==> src/design/setalm_pkg.sv <==
package setalm_pkg;

   // Default widths of the temperature and tick-count paths.
   localparam int TEMP_BITS_DEFAULT = 12;
   localparam int TICK_BITS_DEFAULT = 16;

   // Monitor state codes, as reported in the result.
   localparam int STATE_BITS = 3;
   localparam logic [STATE_BITS-1:0] ST_ABOVE      = 3'd0;
   localparam logic [STATE_BITS-1:0] ST_LOW        = 3'd1;
   localparam logic [STATE_BITS-1:0] ST_ACTIVATE   = 3'd2;
   localparam logic [STATE_BITS-1:0] ST_LOW_WAIT   = 3'd3;
   localparam logic [STATE_BITS-1:0] ST_DEACTIVATE = 3'd4;

   // Configuration register indexes.
   localparam int CSR_INDEX_BITS = 3;
   localparam logic [CSR_INDEX_BITS-1:0] CSR_SETPOINT       = 3'd0;
   localparam logic [CSR_INDEX_BITS-1:0] CSR_INITIAL_DELAY  = 3'd1;
   localparam logic [CSR_INDEX_BITS-1:0] CSR_ALERT_DELAY    = 3'd2;
   localparam logic [CSR_INDEX_BITS-1:0] CSR_CLEAR_DELAY    = 3'd3;
   localparam logic [CSR_INDEX_BITS-1:0] CSR_BLINK_INTERVAL = 3'd4;

   // Result of one tick, packed with the first field in the top bits.
   typedef struct packed {
      logic [STATE_BITS-1:0] state_code;
      logic                  alarm_active;
      logic                  alert_led;
      logic                  relay_closed;
   } result_type;

   localparam int RESULT_BITS = $bits(result_type);
   localparam int RSP_DATA_BITS = ((RESULT_BITS + 7) / 8) * 8;

endpackage

==> src/design/setalm_csr.sv <==
module setalm_csr #(
   parameter int TEMP_BITS = setalm_pkg::TEMP_BITS_DEFAULT,
   parameter int TICK_BITS = setalm_pkg::TICK_BITS_DEFAULT,
   parameter int CSR_DATA_BITS = (TEMP_BITS > TICK_BITS) ? TEMP_BITS : TICK_BITS
) (
   input  logic                                  clock,
   input  logic                                  reset,
   input  logic                                  csr_we,
   input  logic [setalm_pkg::CSR_INDEX_BITS-1:0] csr_index,
   input  logic [CSR_DATA_BITS-1:0]              csr_wdata,
   output logic [TEMP_BITS-1:0]                  setpoint,
   output logic [TICK_BITS-1:0]                  initial_delay,
   output logic [TICK_BITS-1:0]                  alert_delay,
   output logic [TICK_BITS-1:0]                  clear_delay,
   output logic [TICK_BITS-1:0]                  blink_interval,
   output logic                                  initial_delay_wr
);
   import setalm_pkg::*;

   logic [TEMP_BITS-1:0] setpoint_ff;
   logic [TICK_BITS-1:0] initial_delay_ff;
   logic [TICK_BITS-1:0] alert_delay_ff;
   logic [TICK_BITS-1:0] clear_delay_ff;
   logic [TICK_BITS-1:0] blink_interval_ff;

   // Register writes; an index past the list is ignored.
   always_ff @(posedge clock) begin
      if (reset) begin
         setpoint_ff       <= '0;
         initial_delay_ff  <= '0;
         alert_delay_ff    <= '0;
         clear_delay_ff    <= '0;
         blink_interval_ff <= {{(TICK_BITS-1){1'b0}}, 1'b1};
      end else if (csr_we) begin
         unique case (csr_index)
            CSR_SETPOINT:       setpoint_ff       <= csr_wdata[TEMP_BITS-1:0];
            CSR_INITIAL_DELAY:  initial_delay_ff  <= csr_wdata[TICK_BITS-1:0];
            CSR_ALERT_DELAY:    alert_delay_ff    <= csr_wdata[TICK_BITS-1:0];
            CSR_CLEAR_DELAY:    clear_delay_ff    <= csr_wdata[TICK_BITS-1:0];
            CSR_BLINK_INTERVAL: blink_interval_ff <= csr_wdata[TICK_BITS-1:0];
            default: ;
         endcase
      end
   end

   assign setpoint       = setpoint_ff;
   assign alert_delay    = alert_delay_ff;
   assign clear_delay    = clear_delay_ff;
   assign blink_interval = blink_interval_ff;

   // The core reloads its pending delay on this strobe in the initial phase unless it steps.
   assign initial_delay_wr = csr_we && (csr_index == CSR_INITIAL_DELAY);

   // During a write of the initial delay the new value is passed straight through.
   assign initial_delay = initial_delay_wr ? csr_wdata[TICK_BITS-1:0] : initial_delay_ff;

endmodule

==> src/design/setalm_core.sv <==
module setalm_core #(
   parameter int TEMP_BITS = setalm_pkg::TEMP_BITS_DEFAULT,
   parameter int TICK_BITS = setalm_pkg::TICK_BITS_DEFAULT
) (
   input  logic                         clock,
   input  logic                         reset,
   input  logic                         step,
   input  logic                         sample_valid,
   input  logic [TEMP_BITS-1:0]         temperature,
   input  logic [TEMP_BITS-1:0]         setpoint,
   input  logic [TICK_BITS-1:0]         initial_delay,
   input  logic [TICK_BITS-1:0]         alert_delay,
   input  logic [TICK_BITS-1:0]         clear_delay,
   input  logic [TICK_BITS-1:0]         blink_interval,
   input  logic                         initial_delay_wr,
   output setalm_pkg::result_type       result
);
   import setalm_pkg::*;

   localparam logic [TICK_BITS-1:0] TICK_ONE = {{(TICK_BITS-1){1'b0}}, 1'b1};

   logic [STATE_BITS-1:0] state_ff, state_in;
   logic [TEMP_BITS-1:0]  held_ff, held_in;
   logic [TICK_BITS-1:0]  elapsed_ff, elapsed_in;
   logic [TICK_BITS-1:0]  wait_ff, wait_in;
   logic                  clear_timing_ff, clear_timing_in;
   logic                  relay_ff, relay_in;
   logic                  blink_run_ff, blink_run_in;
   logic [TICK_BITS-1:0]  blink_count_ff, blink_count_in;
   logic                  led_ff, led_in;
   logic                  init_phase_ff, init_phase_in;

   logic [TICK_BITS-1:0]  elapsed_tick;
   logic [TICK_BITS-1:0]  blink_inc;
   logic [TICK_BITS-1:0]  period;
   logic                  low;
   logic                  expired;

   // One tick: hold the sample, advance the timers, then run the state machine.
   always_comb begin
      held_in = sample_valid ? temperature : held_ff;
      elapsed_tick = (elapsed_ff == '1) ? elapsed_ff : elapsed_ff + TICK_ONE;
      elapsed_in = elapsed_tick;
      wait_in = wait_ff;
      clear_timing_in = clear_timing_ff;
      relay_in = relay_ff;
      blink_run_in = blink_run_ff;
      blink_count_in = blink_count_ff;
      led_in = led_ff;
      init_phase_in = init_phase_ff;
      state_in = state_ff;

      // Blink timer; a period of zero acts as one.
      period = (blink_interval == '0) ? TICK_ONE : blink_interval;
      blink_inc = blink_count_ff + TICK_ONE;
      if (blink_run_ff) begin
         if (blink_inc >= period) begin
            led_in = !led_ff;
            blink_count_in = '0;
         end else begin
            blink_count_in = blink_inc;
         end
      end

      low = held_in < setpoint;
      expired = elapsed_tick >= wait_ff;

      unique case (state_ff)
         ST_ABOVE: begin
            if (low) begin
               elapsed_in = '0;
               wait_in = alert_delay;
               init_phase_in = 1'b0;
               state_in = ST_LOW;
            end
         end
         ST_LOW: begin
            if (!low) begin
               state_in = ST_DEACTIVATE;
            end else if (expired) begin
               state_in = ST_ACTIVATE;
            end
         end
         ST_ACTIVATE: begin
            relay_in = 1'b0;
            blink_run_in = 1'b1;
            blink_count_in = '0;
            clear_timing_in = 1'b0;
            state_in = ST_LOW_WAIT;
         end
         ST_LOW_WAIT: begin
            if (low) begin
               clear_timing_in = 1'b0;
            end else if (!clear_timing_ff) begin
               elapsed_in = '0;
               wait_in = clear_delay;
               clear_timing_in = 1'b1;
            end else if (expired) begin
               state_in = ST_DEACTIVATE;
            end
         end
         ST_DEACTIVATE: begin
            clear_timing_in = 1'b0;
            relay_in = 1'b1;
            blink_run_in = 1'b0;
            blink_count_in = '0;
            led_in = 1'b0;
            state_in = ST_ABOVE;
         end
         default: begin
            state_in = ST_ABOVE;
         end
      endcase

      result.relay_closed = relay_in;
      result.alert_led = led_in;
      result.alarm_active = blink_run_in;
      result.state_code = state_in;
   end

   // State registers advance only on a tick that moves into the result register.
   always_ff @(posedge clock) begin
      if (reset) begin
         state_ff        <= ST_LOW;
         held_ff         <= '0;
         elapsed_ff      <= '0;
         wait_ff         <= '0;
         clear_timing_ff <= 1'b0;
         relay_ff        <= 1'b0;
         blink_run_ff    <= 1'b0;
         blink_count_ff  <= '0;
         led_ff          <= 1'b0;
         init_phase_ff   <= 1'b1;
      end else if (step) begin
         state_ff        <= state_in;
         held_ff         <= held_in;
         elapsed_ff      <= elapsed_in;
         wait_ff         <= wait_in;
         clear_timing_ff <= clear_timing_in;
         relay_ff        <= relay_in;
         blink_run_ff    <= blink_run_in;
         blink_count_ff  <= blink_count_in;
         led_ff          <= led_in;
         init_phase_ff   <= init_phase_in;
      end else if (initial_delay_wr && init_phase_ff) begin
         wait_ff <= initial_delay;
      end
   end

endmodule

==> src/design/setpoint_alarm_monitor.sv <==
// Setpoint alarm monitor. Each request is one monitor tick and may carry a new
// temperature sample (req_tuser high), which is held for later ticks. Every request
// yields exactly one response with the relay, LED, alarm and state levels after that
// tick. It takes one request per clock while rsp_tready is high; a response is
// registered (input register, then one pass of compare and counter logic into the
// result register), and stalls on rsp_tready back up through both registers without
// losing requests. Configuration registers are written through csr_we/csr_index/
// csr_wdata while no request is in flight, a user rule not enforced here; a write of
// the initial delay before the first alert delay is loaded also reloads the pending delay.
module setpoint_alarm_monitor #(
   parameter int TEMP_BITS = setalm_pkg::TEMP_BITS_DEFAULT,
   parameter int TICK_BITS = setalm_pkg::TICK_BITS_DEFAULT,
   parameter int REQ_DATA_BITS = ((TEMP_BITS + 7) / 8) * 8,
   parameter int CSR_DATA_BITS = (TEMP_BITS > TICK_BITS) ? TEMP_BITS : TICK_BITS
) (
   input  logic                                  clock,
   input  logic                                  reset,
   input  logic                                  req_tvalid,
   output logic                                  req_tready,
   input  logic [REQ_DATA_BITS-1:0]              req_tdata,  // temperature, pad ignored
   input  logic                                  req_tuser,  // sample_valid
   output logic                                  rsp_tvalid,
   input  logic                                  rsp_tready,
   // relay_closed, alert_led, alarm_active, state_code[2:0], zero pad
   output logic [setalm_pkg::RSP_DATA_BITS-1:0]  rsp_tdata,
   input  logic                                  csr_we,
   input  logic [setalm_pkg::CSR_INDEX_BITS-1:0] csr_index,
   input  logic [CSR_DATA_BITS-1:0]              csr_wdata
);
   import setalm_pkg::*;

   logic                 in_valid_ff;
   logic                 in_sample_ff;
   logic [TEMP_BITS-1:0] in_temp_ff;
   logic                 rsp_valid_ff;
   result_type           rsp_data_ff;
   result_type           result;
   logic                 step;

   logic [TEMP_BITS-1:0] setpoint;
   logic [TICK_BITS-1:0] initial_delay;
   logic [TICK_BITS-1:0] alert_delay;
   logic [TICK_BITS-1:0] clear_delay;
   logic [TICK_BITS-1:0] blink_interval;
   logic                 initial_delay_wr;

   setalm_csr #(
      .TEMP_BITS     (TEMP_BITS),
      .TICK_BITS     (TICK_BITS),
      .CSR_DATA_BITS (CSR_DATA_BITS)
   ) u_csr (
      .clock            (clock),
      .reset            (reset),
      .csr_we           (csr_we),
      .csr_index        (csr_index),
      .csr_wdata        (csr_wdata),
      .setpoint         (setpoint),
      .initial_delay    (initial_delay),
      .alert_delay      (alert_delay),
      .clear_delay      (clear_delay),
      .blink_interval   (blink_interval),
      .initial_delay_wr (initial_delay_wr)
   );

   // The held request moves on when the result register is empty or being drained.
   assign step = in_valid_ff && (!rsp_valid_ff || rsp_tready);
   assign req_tready = !in_valid_ff || step;

   setalm_core #(
      .TEMP_BITS (TEMP_BITS),
      .TICK_BITS (TICK_BITS)
   ) u_core (
      .clock            (clock),
      .reset            (reset),
      .step             (step),
      .sample_valid     (in_sample_ff),
      .temperature      (in_temp_ff),
      .setpoint         (setpoint),
      .initial_delay    (initial_delay),
      .alert_delay      (alert_delay),
      .clear_delay      (clear_delay),
      .blink_interval   (blink_interval),
      .initial_delay_wr (initial_delay_wr),
      .result           (result)
   );

   // Input register.
   always_ff @(posedge clock) begin
      if (reset) begin
         in_valid_ff <= 1'b0;
      end else if (req_tready) begin
         in_valid_ff <= req_tvalid;
      end
   end

   always_ff @(posedge clock) begin
      if (req_tready && req_tvalid) begin
         in_sample_ff <= req_tuser;
         in_temp_ff   <= req_tdata[TEMP_BITS-1:0];
      end
   end

   // Result register.
   always_ff @(posedge clock) begin
      if (reset) begin
         rsp_valid_ff <= 1'b0;
      end else if (step) begin
         rsp_valid_ff <= 1'b1;
      end else if (rsp_tready) begin
         rsp_valid_ff <= 1'b0;
      end
   end

   always_ff @(posedge clock) begin
      if (step) begin
         rsp_data_ff <= result;
      end
   end

   assign rsp_tvalid = rsp_valid_ff;
   assign rsp_tdata = {{(RSP_DATA_BITS - RESULT_BITS){1'b0}}, rsp_data_ff};

`ifndef SYNTHESIS
   // Backpressure at the input only when both registers are occupied.
   assert property (@(posedge clock) disable iff (reset)
      !req_tready |-> (in_valid_ff && rsp_valid_ff))
      else $error("input stalled with a free register");

   // Above setpoint is only reached through deactivation, so the relay is closed.
   assert property (@(posedge clock) disable iff (reset)
      (rsp_valid_ff && rsp_data_ff.state_code == ST_ABOVE) |->
      (rsp_data_ff.relay_closed && !rsp_data_ff.alarm_active && !rsp_data_ff.alert_led))
      else $error("above setpoint with the alarm outputs not cleared");

   // While waiting on a low reading the blink timer runs and the relay is open.
   assert property (@(posedge clock) disable iff (reset)
      (rsp_valid_ff && rsp_data_ff.state_code == ST_LOW_WAIT) |->
      (rsp_data_ff.alarm_active && !rsp_data_ff.relay_closed))
      else $error("low wait without an active alarm");

   // A stalled response keeps its contents.
   assert property (@(posedge clock) disable iff (reset)
      (rsp_valid_ff && !rsp_tready) |=> $stable(rsp_data_ff))
      else $error("result register changed under a stall");
`endif

endmodule

==> config.mk <==
export PLATFORM = sky130hd
export DESIGN_NAME = setpoint_alarm_monitor
export DESIGN_NICKNAME = d
export VERILOG_FILES = /design/src/design/setalm_pkg.sv /design/src/design/setalm_csr.sv /design/src/design/setalm_core.sv /design/src/design/setpoint_alarm_monitor.sv
export SDC_FILE = /design/constraint.sdc
export NUM_CORES = 1
export LEC_CHECK = 0
export BUFFER_PORTS_ARGS = -buffer_cell sky130_fd_sc_hd__buf_2
export CAP_MARGIN = 20
export CORE_MARGIN = 10
export CORE_UTILIZATION = 61
export CTS_CLUSTER_SIZE = 28
export DETAILED_ROUTE_END_ITERATION = 10
export GPL_TIMING_DRIVEN = 0
export PLACE_DENSITY_LB_ADDON = 0.2
export SLEW_MARGIN = 15
export SYNTH_ARGS = -nofsm -noshare
export SYNTH_HDL_FRONTEND = slang
export SYNTH_SLANG_ARGS = --single-unit
==> constraint.sdc <==
create_clock -name clock -period 3.8 [get_ports clock]
set_clock_uncertainty 0.2 [all_clocks]
set_input_delay 0.95 -clock clock [delete_from_list [all_inputs] [get_ports clock]]
set_output_delay 0.95 -clock clock [all_outputs]
set_load 0.02 [all_outputs]
* Word-level counts from Yosys, hierarchy flattened
Index checks and enable logic that the tools add are counted.
Storage, ports and cells: register bits 165, input port bits 41, logic and storage cells 100
Operators by class: add/sub/neg operators 2, magnitude comparators 3, equal/unequal tests 13, muxes and demuxes 33, reductions and logical operators 26
Operators with widths (count):
- $mux 16 | 14
- $pmux 16 s2 | 2
- $add 16x1->16 const B | 2
- $ge 16x16->1 | 2
- $mux 3 | 6
- $eq 16x16->1 const B | 1
- $logic_not 16->1 | 1
- $reduce_and 2->1 | 7
- $eq 3x2->1 const B | 4
- $lt 12x12->1 | 1
- $mux 12 | 1
- $pmux 3 s4 | 1
- $reduce_bool 2->1 | 4
- $eq 3x1->1 const B | 2
- $eq 3x3->1 const B | 2
- $logic_not 3->1 | 2
- $mux 1 | 6
- $ne 3x3->1 const B | 2
- $pmux 1 s2 | 3
- $reduce_and 5->1 | 1
- $logic_and 1x1->1 | 4
- $logic_not 1->1 | 3
- $ne 3x1->1 const B | 1
- $ne 3x2->1 const B | 1
- other kinds (3) | 4

* Longest topological paths before layout
word-level depth 7, gate-level depth with buffers 14, mapped depth without buffers 13

* By module
A second synthesis with hierarchy kept.
Unflattened totals: cell total of the unflattened synthesis 1015, area total of the unflattened synthesis 9285.2 um^2
Modules (own cells, without submodules):
- setalm_core | instances 1, cells each 695, area each 5392.7 um^2, seq. area each 1361.3 um^2
- setalm_csr | instances 1, cells each 288, area each 3199.3 um^2, seq. area each 1521.5 um^2
- setpoint_alarm_monitor | instances 1, cells each 32, area each 693.2 um^2, seq. area each 610.6 um^2

* Least setup slack after synthesis
OpenSTA, ideal clock, no wires.
path type reg2reg, start point register u_core.blink_count_ff[0], end point register u_core.blink_count_ff[15], arrival time 3.195 ns, path slack 0.337 ns, cell stages (with the launch flop) 14, period minus slack after synthesis 3.463 ns, cells stage by stage dfxtp_1 -> ha_1 -> and3_1 -> nand3_1 -> nor2_1 -> nand3_1 -> xnor2_1 -> ha_1 -> nand4_1 -> nor3_1 -> a2111o_1 -> a21o_4 -> o41a_1 -> o2bb2ai_2
Between the ends: longest elaborated chain between the ends 5
RTL lines:
- start, declared | RTL line setalm_core.sv:29 | logic [TICK_BITS-1:0] blink_count_ff, blink_count_in;
- start signal, assigned | RTL line setalm_core.sv:142 | blink_count_ff <= blink_count_in;
- $add 16x1->16 (*) | RTL line setalm_core.sv:55 | blink_inc = blink_count_ff + TICK_ONE;
- $ge 16x16->1 | RTL line setalm_core.sv:57 | if (blink_inc >= period) begin
- $mux 16 (*) | RTL line setalm_core.sv:57
- $mux 16 (*) | RTL line setalm_core.sv:56 | if (blink_run_ff) begin
- $mux 16 (*) | RTL line setalm_core.sv:68 | unique case (state_ff)
Every way passes the cells marked *; elsewhere a longest branch is shown, timed or not. The select of a mux whose other input is x is not followed. A chain may end at the register's enable or synchronous reset.

* Worst setup path in the final report
start point register u_core.blink_count_ff[4], end point register u_core.blink_count_ff[15]
The elaborated chain is that of the path after synthesis.

==> metrics.md <==
| Metric | Value |
|---|---|
| Slowest-stage cell, CP | `a2111o_1` |
| Gp weighted congestion | `0.888` |
| Die height | `139 um` |
| CP startpoint kind | `flop` |
| Post-Route WL | `23300 um` |
| Crit. End Element | `flop` |
| Multi-input gate area | `4850 sq um` |
| Required time of the critical path | `3.97 ns` |
| TritonCTS clock tree | `built` |
| Inserted Diodes | `0` |
| GRT overflow | `0` |
| Reg2reg start | `u_core.blink_count_ff[4]$_SDFFE_PP0P_` |
| Dpl cells | `1250` |
| H-tree depth | `4` |
| First-pass GRT wire length | `37600 um` |
| Final Non-Filler Cells | `1286` |
| ANT nets after route | `0` |
| Vias in the first global route | `7387` |
| Crit path arrival time | `3.88 ns` |
| Ys Warns | `0` |
| Final setup viols | `0` |
| CP peak stage delay | `0.47 ns` |
| Leading cell type in the layout, fill and taps excluded | `nand2_1` |
| Commonest cells after routing, fill and taps aside | `nand2_1 (210), dfxtp_1 (128), a21oi_1 (105)` |
| Syn avg cell area | `8.44 sq um` |
| Syn Inst Count | `1025` |
| Synth cell types | `76` |
| CP max FO | `8` |
| Post-DR vias/cell | `5.99` |
| Status | `finished, final reports clean` |
| Clock Root Buffer | `clkbuf_16` |
| I/O Buffers | `44` |
| Hold Crit Endpoint | `u_core.init_phase_ff$_SDFFE_PP1P_` |
| Post-layout nets | `1180` |
| Die footprint | `19400 sq um` |
| Total CTS buffers | `17` |
| DRC viols | `0` |
| Register-to-register setup slack | `0.09 ns` |
| Skew-Pair Late Insertion Delay | `0.43 ns` |
| FF-to-FF End | `u_core.blink_count_ff[15]$_SDFFE_PP0P_` |
| Highest clock rate | `269 MHz` |
| Ys async rst share | `0%` |
| Period Utilization, post-route | `97.7%` |
| Reg2Reg Depth | `12` |
| Fraction of layout cells with a size suffix above 1 | `18.5%` |
| Vias | `7707` |
| Min Hold Slack | `0.250 ns` |
| Seq. cell area | `3530 sq um` |
| DRT iter0 DRCs | `897` |
| Hold Path Class | `flop to flop` |
| Crit-path cells | `nand3_2 -> nor4b_4 -> and3_4 -> and3_2 -> xor2_4 -> ha_4 -> a211oi_2 -> nor2_1 -> a2111o_1 -> a21o_4 -> o41a_1 -> o2bb2ai_2` |
| Area delta synth->final | `15.3%` |
| Maximum VDD drop | `362 uV` |
| Slew @ Worst Pin | `0.789 ns` |
| Initial antenna violation count | `0` |
| Min-Delay Startpoint | `u_core.init_phase_ff$_SDFFE_PP1P_` |
| All-layer global routing usage | `23.4%` |
| Pins Over Slew Limit | `0` |
| CTS Sinks | `165` |
| MaxCap Viol Count | `0` |
| Sequential-to-total area share from yosys stat | `40.4%` |
| Mapped Area | `8660 sq um` |
| Slew HR | `47.4%` |
| Cells on Worst Hold Path | `2` |
| TritonRoute pass-1 iters | `6` |
| Family with the most delay on the worst path | `compound AO/OA/AOI/OAI gates` |
| Power Density | `425 nW/um^2` |
| Post-synth EDFFs | `19` |
| Filler Cell Count | `1125` |
| Critical path class | `flop to flop` |
| Bufs and invs on worst path | `0` |
| Final core occ | `71.9%` |
| Hpwl dp | `16600 um` |
| #FFs+latches synth | `165` |
| Leak pwr | `3.74 nW` |
| Final hold vios | `0` |
| Clock slew at reported path FFs | `0.06 ns` |
| Tmin final | `3.71 ns` |
| I/O pins | `51` |
| Starting Density | `62.4%` |
| Die Width | `139 um` |
| Core Region | `13900 sq um` |
| Drt wl/cell | `18.1 um` |
| Row cnt | `43` |
| Max clock buf depth | `2` |
| Largest net degree at the start of global routing | `17` |
| Dominant synthesized flop cell | `dfxtp_1` |
==> worst max path at each step <==
stage / startpoint / to / cells past startpoint
floorplan: u_core.blink_count_ff[0]$_SDFFE_PP0P_ / u_core.blink_count_ff[15]$_SDFFE_PP0P_ / 13
global placement: u_core.blink_count_ff[0]$_SDFFE_PP0P_ / u_core.blink_count_ff[15]$_SDFFE_PP0P_ / 13
detailed placement: u_core.blink_count_ff[0]$_SDFFE_PP0P_ / u_core.blink_count_ff[15]$_SDFFE_PP0P_ / 13
CTS: u_core.blink_count_ff[6]$_SDFFE_PP0P_ / u_core.blink_count_ff[5]$_SDFFE_PP0P_ / 12
global route: u_core.elapsed_ff[6]$_SDFFE_PP0P_ / rsp_tdata[4]$_DFFE_PP_ / 12
finish: u_core.blink_count_ff[4]$_SDFFE_PP0P_ / u_core.blink_count_ff[15]$_SDFFE_PP0P_ / 12
==> worst min-delay path, stage by stage, from the launching register on <==
cell,delay (ns)
dfxtp_1,0.31
nand2_1,0.06
nand2_1,0.04
==> layer usage <==
layer  vias up  part of all wire [%]  routed length [um]  track usage (%)
li1       3746                     -                   -                -
met1      3597                    46               10600             31.8
met2       319                    44               10300             35.7
met3        45                   7.3                1690             4.86
met4         0                   2.5                 583             8.95
met5         -                     0                   0                0
==> cell usage after synthesis (all sizes together), types with 5 or more instances <==
| cell type | number | area, sq um |
|---|---|---|
| nand3 | 45 | 225 |
| o41ai | 5 | 43.8 |
| a31oi | 5 | 31.3 |
| nand4 | 12 | 75.1 |
| or3 | 10 | 62.6 |
| o211ai | 7 | 52.6 |
| dfxtp | 146 | 2920 |
| a22o | 6 | 52.6 |
| a221o | 16 | 160 |
| edfxtp | 19 | 571 |
| xor2 | 7 | 61.3 |
| o21ai | 26 | 141 |
| ha | 45 | 563 |
| and3 | 13 | 81.3 |
| mux2i | 19 | 190 |
| nor2 | 62 | 233 |
| xnor2 | 10 | 87.6 |
| nand2b | 6 | 37.5 |
| nor2b | 5 | 38.8 |
| clkbuf | 31 | 116 |
| nand2 | 212 | 803 |
| a211oi | 6 | 55.1 |
| buf | 27 | 175 |
| and2 | 7 | 46.3 |
| a21oi | 114 | 601 |
| mux2 | 31 | 349 |
| nor3 | 13 | 70.1 |
| inv | 56 | 210 |
==> where the power goes <==
group | total, mW | internal [mW] | switching, mW | leakage (nW)
registers | 1.86 | 1.82 | 0.0355 | 1.38
logic | 0.596 | 0.215 | 0.381 | 2.06
clock network | 1.79 | 1.09 | 0.702 | 0.297
total | 4.25 | 3.13 | 1.12 | 3.74
==> stage by stage <==
stage	TNS [ns]	worst slack (ns)	area, sq um	total power, mW
after detailed placement	-1.87	-0.168	9100	2.43
after CTS	0	0.00634	9760	4.20
after global placement	-1.19	-0.134	9100	2.42
after global routing	-0.140	-0.0435	9980	4.38
after floorplan	0	0.337	8660	2.26
final	0	0.0863	9980	4.25
==> state kept, by name, summed over array words and instances, names as in the netlist <==
| register | flops |
|---|---|
| in_sample_ff | 1 |
| u_core.blink_run_ff | 1 |
| u_core.state_ff | 3 |
| u_core.led_ff | 1 |
| u_core.relay_ff | 1 |
| in_temp_ff | 12 |
| u_core.blink_count_ff | 16 |
| u_core.elapsed_ff | 16 |
| u_core.init_phase_ff | 1 |
| u_core.clear_timing_ff | 1 |
| rsp_tvalid | 1 |
| u_csr.setpoint | 12 |
| rsp_tdata | 6 |
| u_csr.clear_delay | 16 |
| u_csr.blink_interval | 16 |
| u_core.held_ff | 12 |
| u_csr.alert_delay | 16 |
| u_core.wait_ff | 16 |
| u_csr.initial_delay_ff | 16 |
| in_valid_ff | 1 |
==> cell families (layout without fill, tap and decap cells) <==
group                      Yosys count  in the layout  share of synthesized area [%]
AOI/OAI and AO/OA                  228            228                           17.9
xor gates and xnor gates            17             17                           1.72
adders and majority gates           45             45                           6.50
buffers and inverters              114            194                           5.80
DFF                                165            165                           40.4
muxes                               50             50                           6.23
other                                1              2                         0.0433
and+or+nand+nor                    405            405                           21.5
==> layout make-up <==
| cell class | count | area share [%] |
|---|---|---|
| sequential | 165 | 35.3 |
| buffer | 57 | 2.91 |
| clock inverter | 6 | 0.890 |
| multi-input combinational | 747 | 48.6 |
| clock buffer | 25 | 5.28 |
| timing repair buffer | 50 | 2.66 |
| inverter | 56 | 2.11 |
| tap | 180 | 2.26 |
==> timing repair <==
action	CTS	global route
setup buffers	0	6
cloned	0	0
endpoints found under the setup margin	18	31
pin swaps	0	15
resized for setup	10	49
hold buffers	0	0
Power figures use the tool's default switching activity.
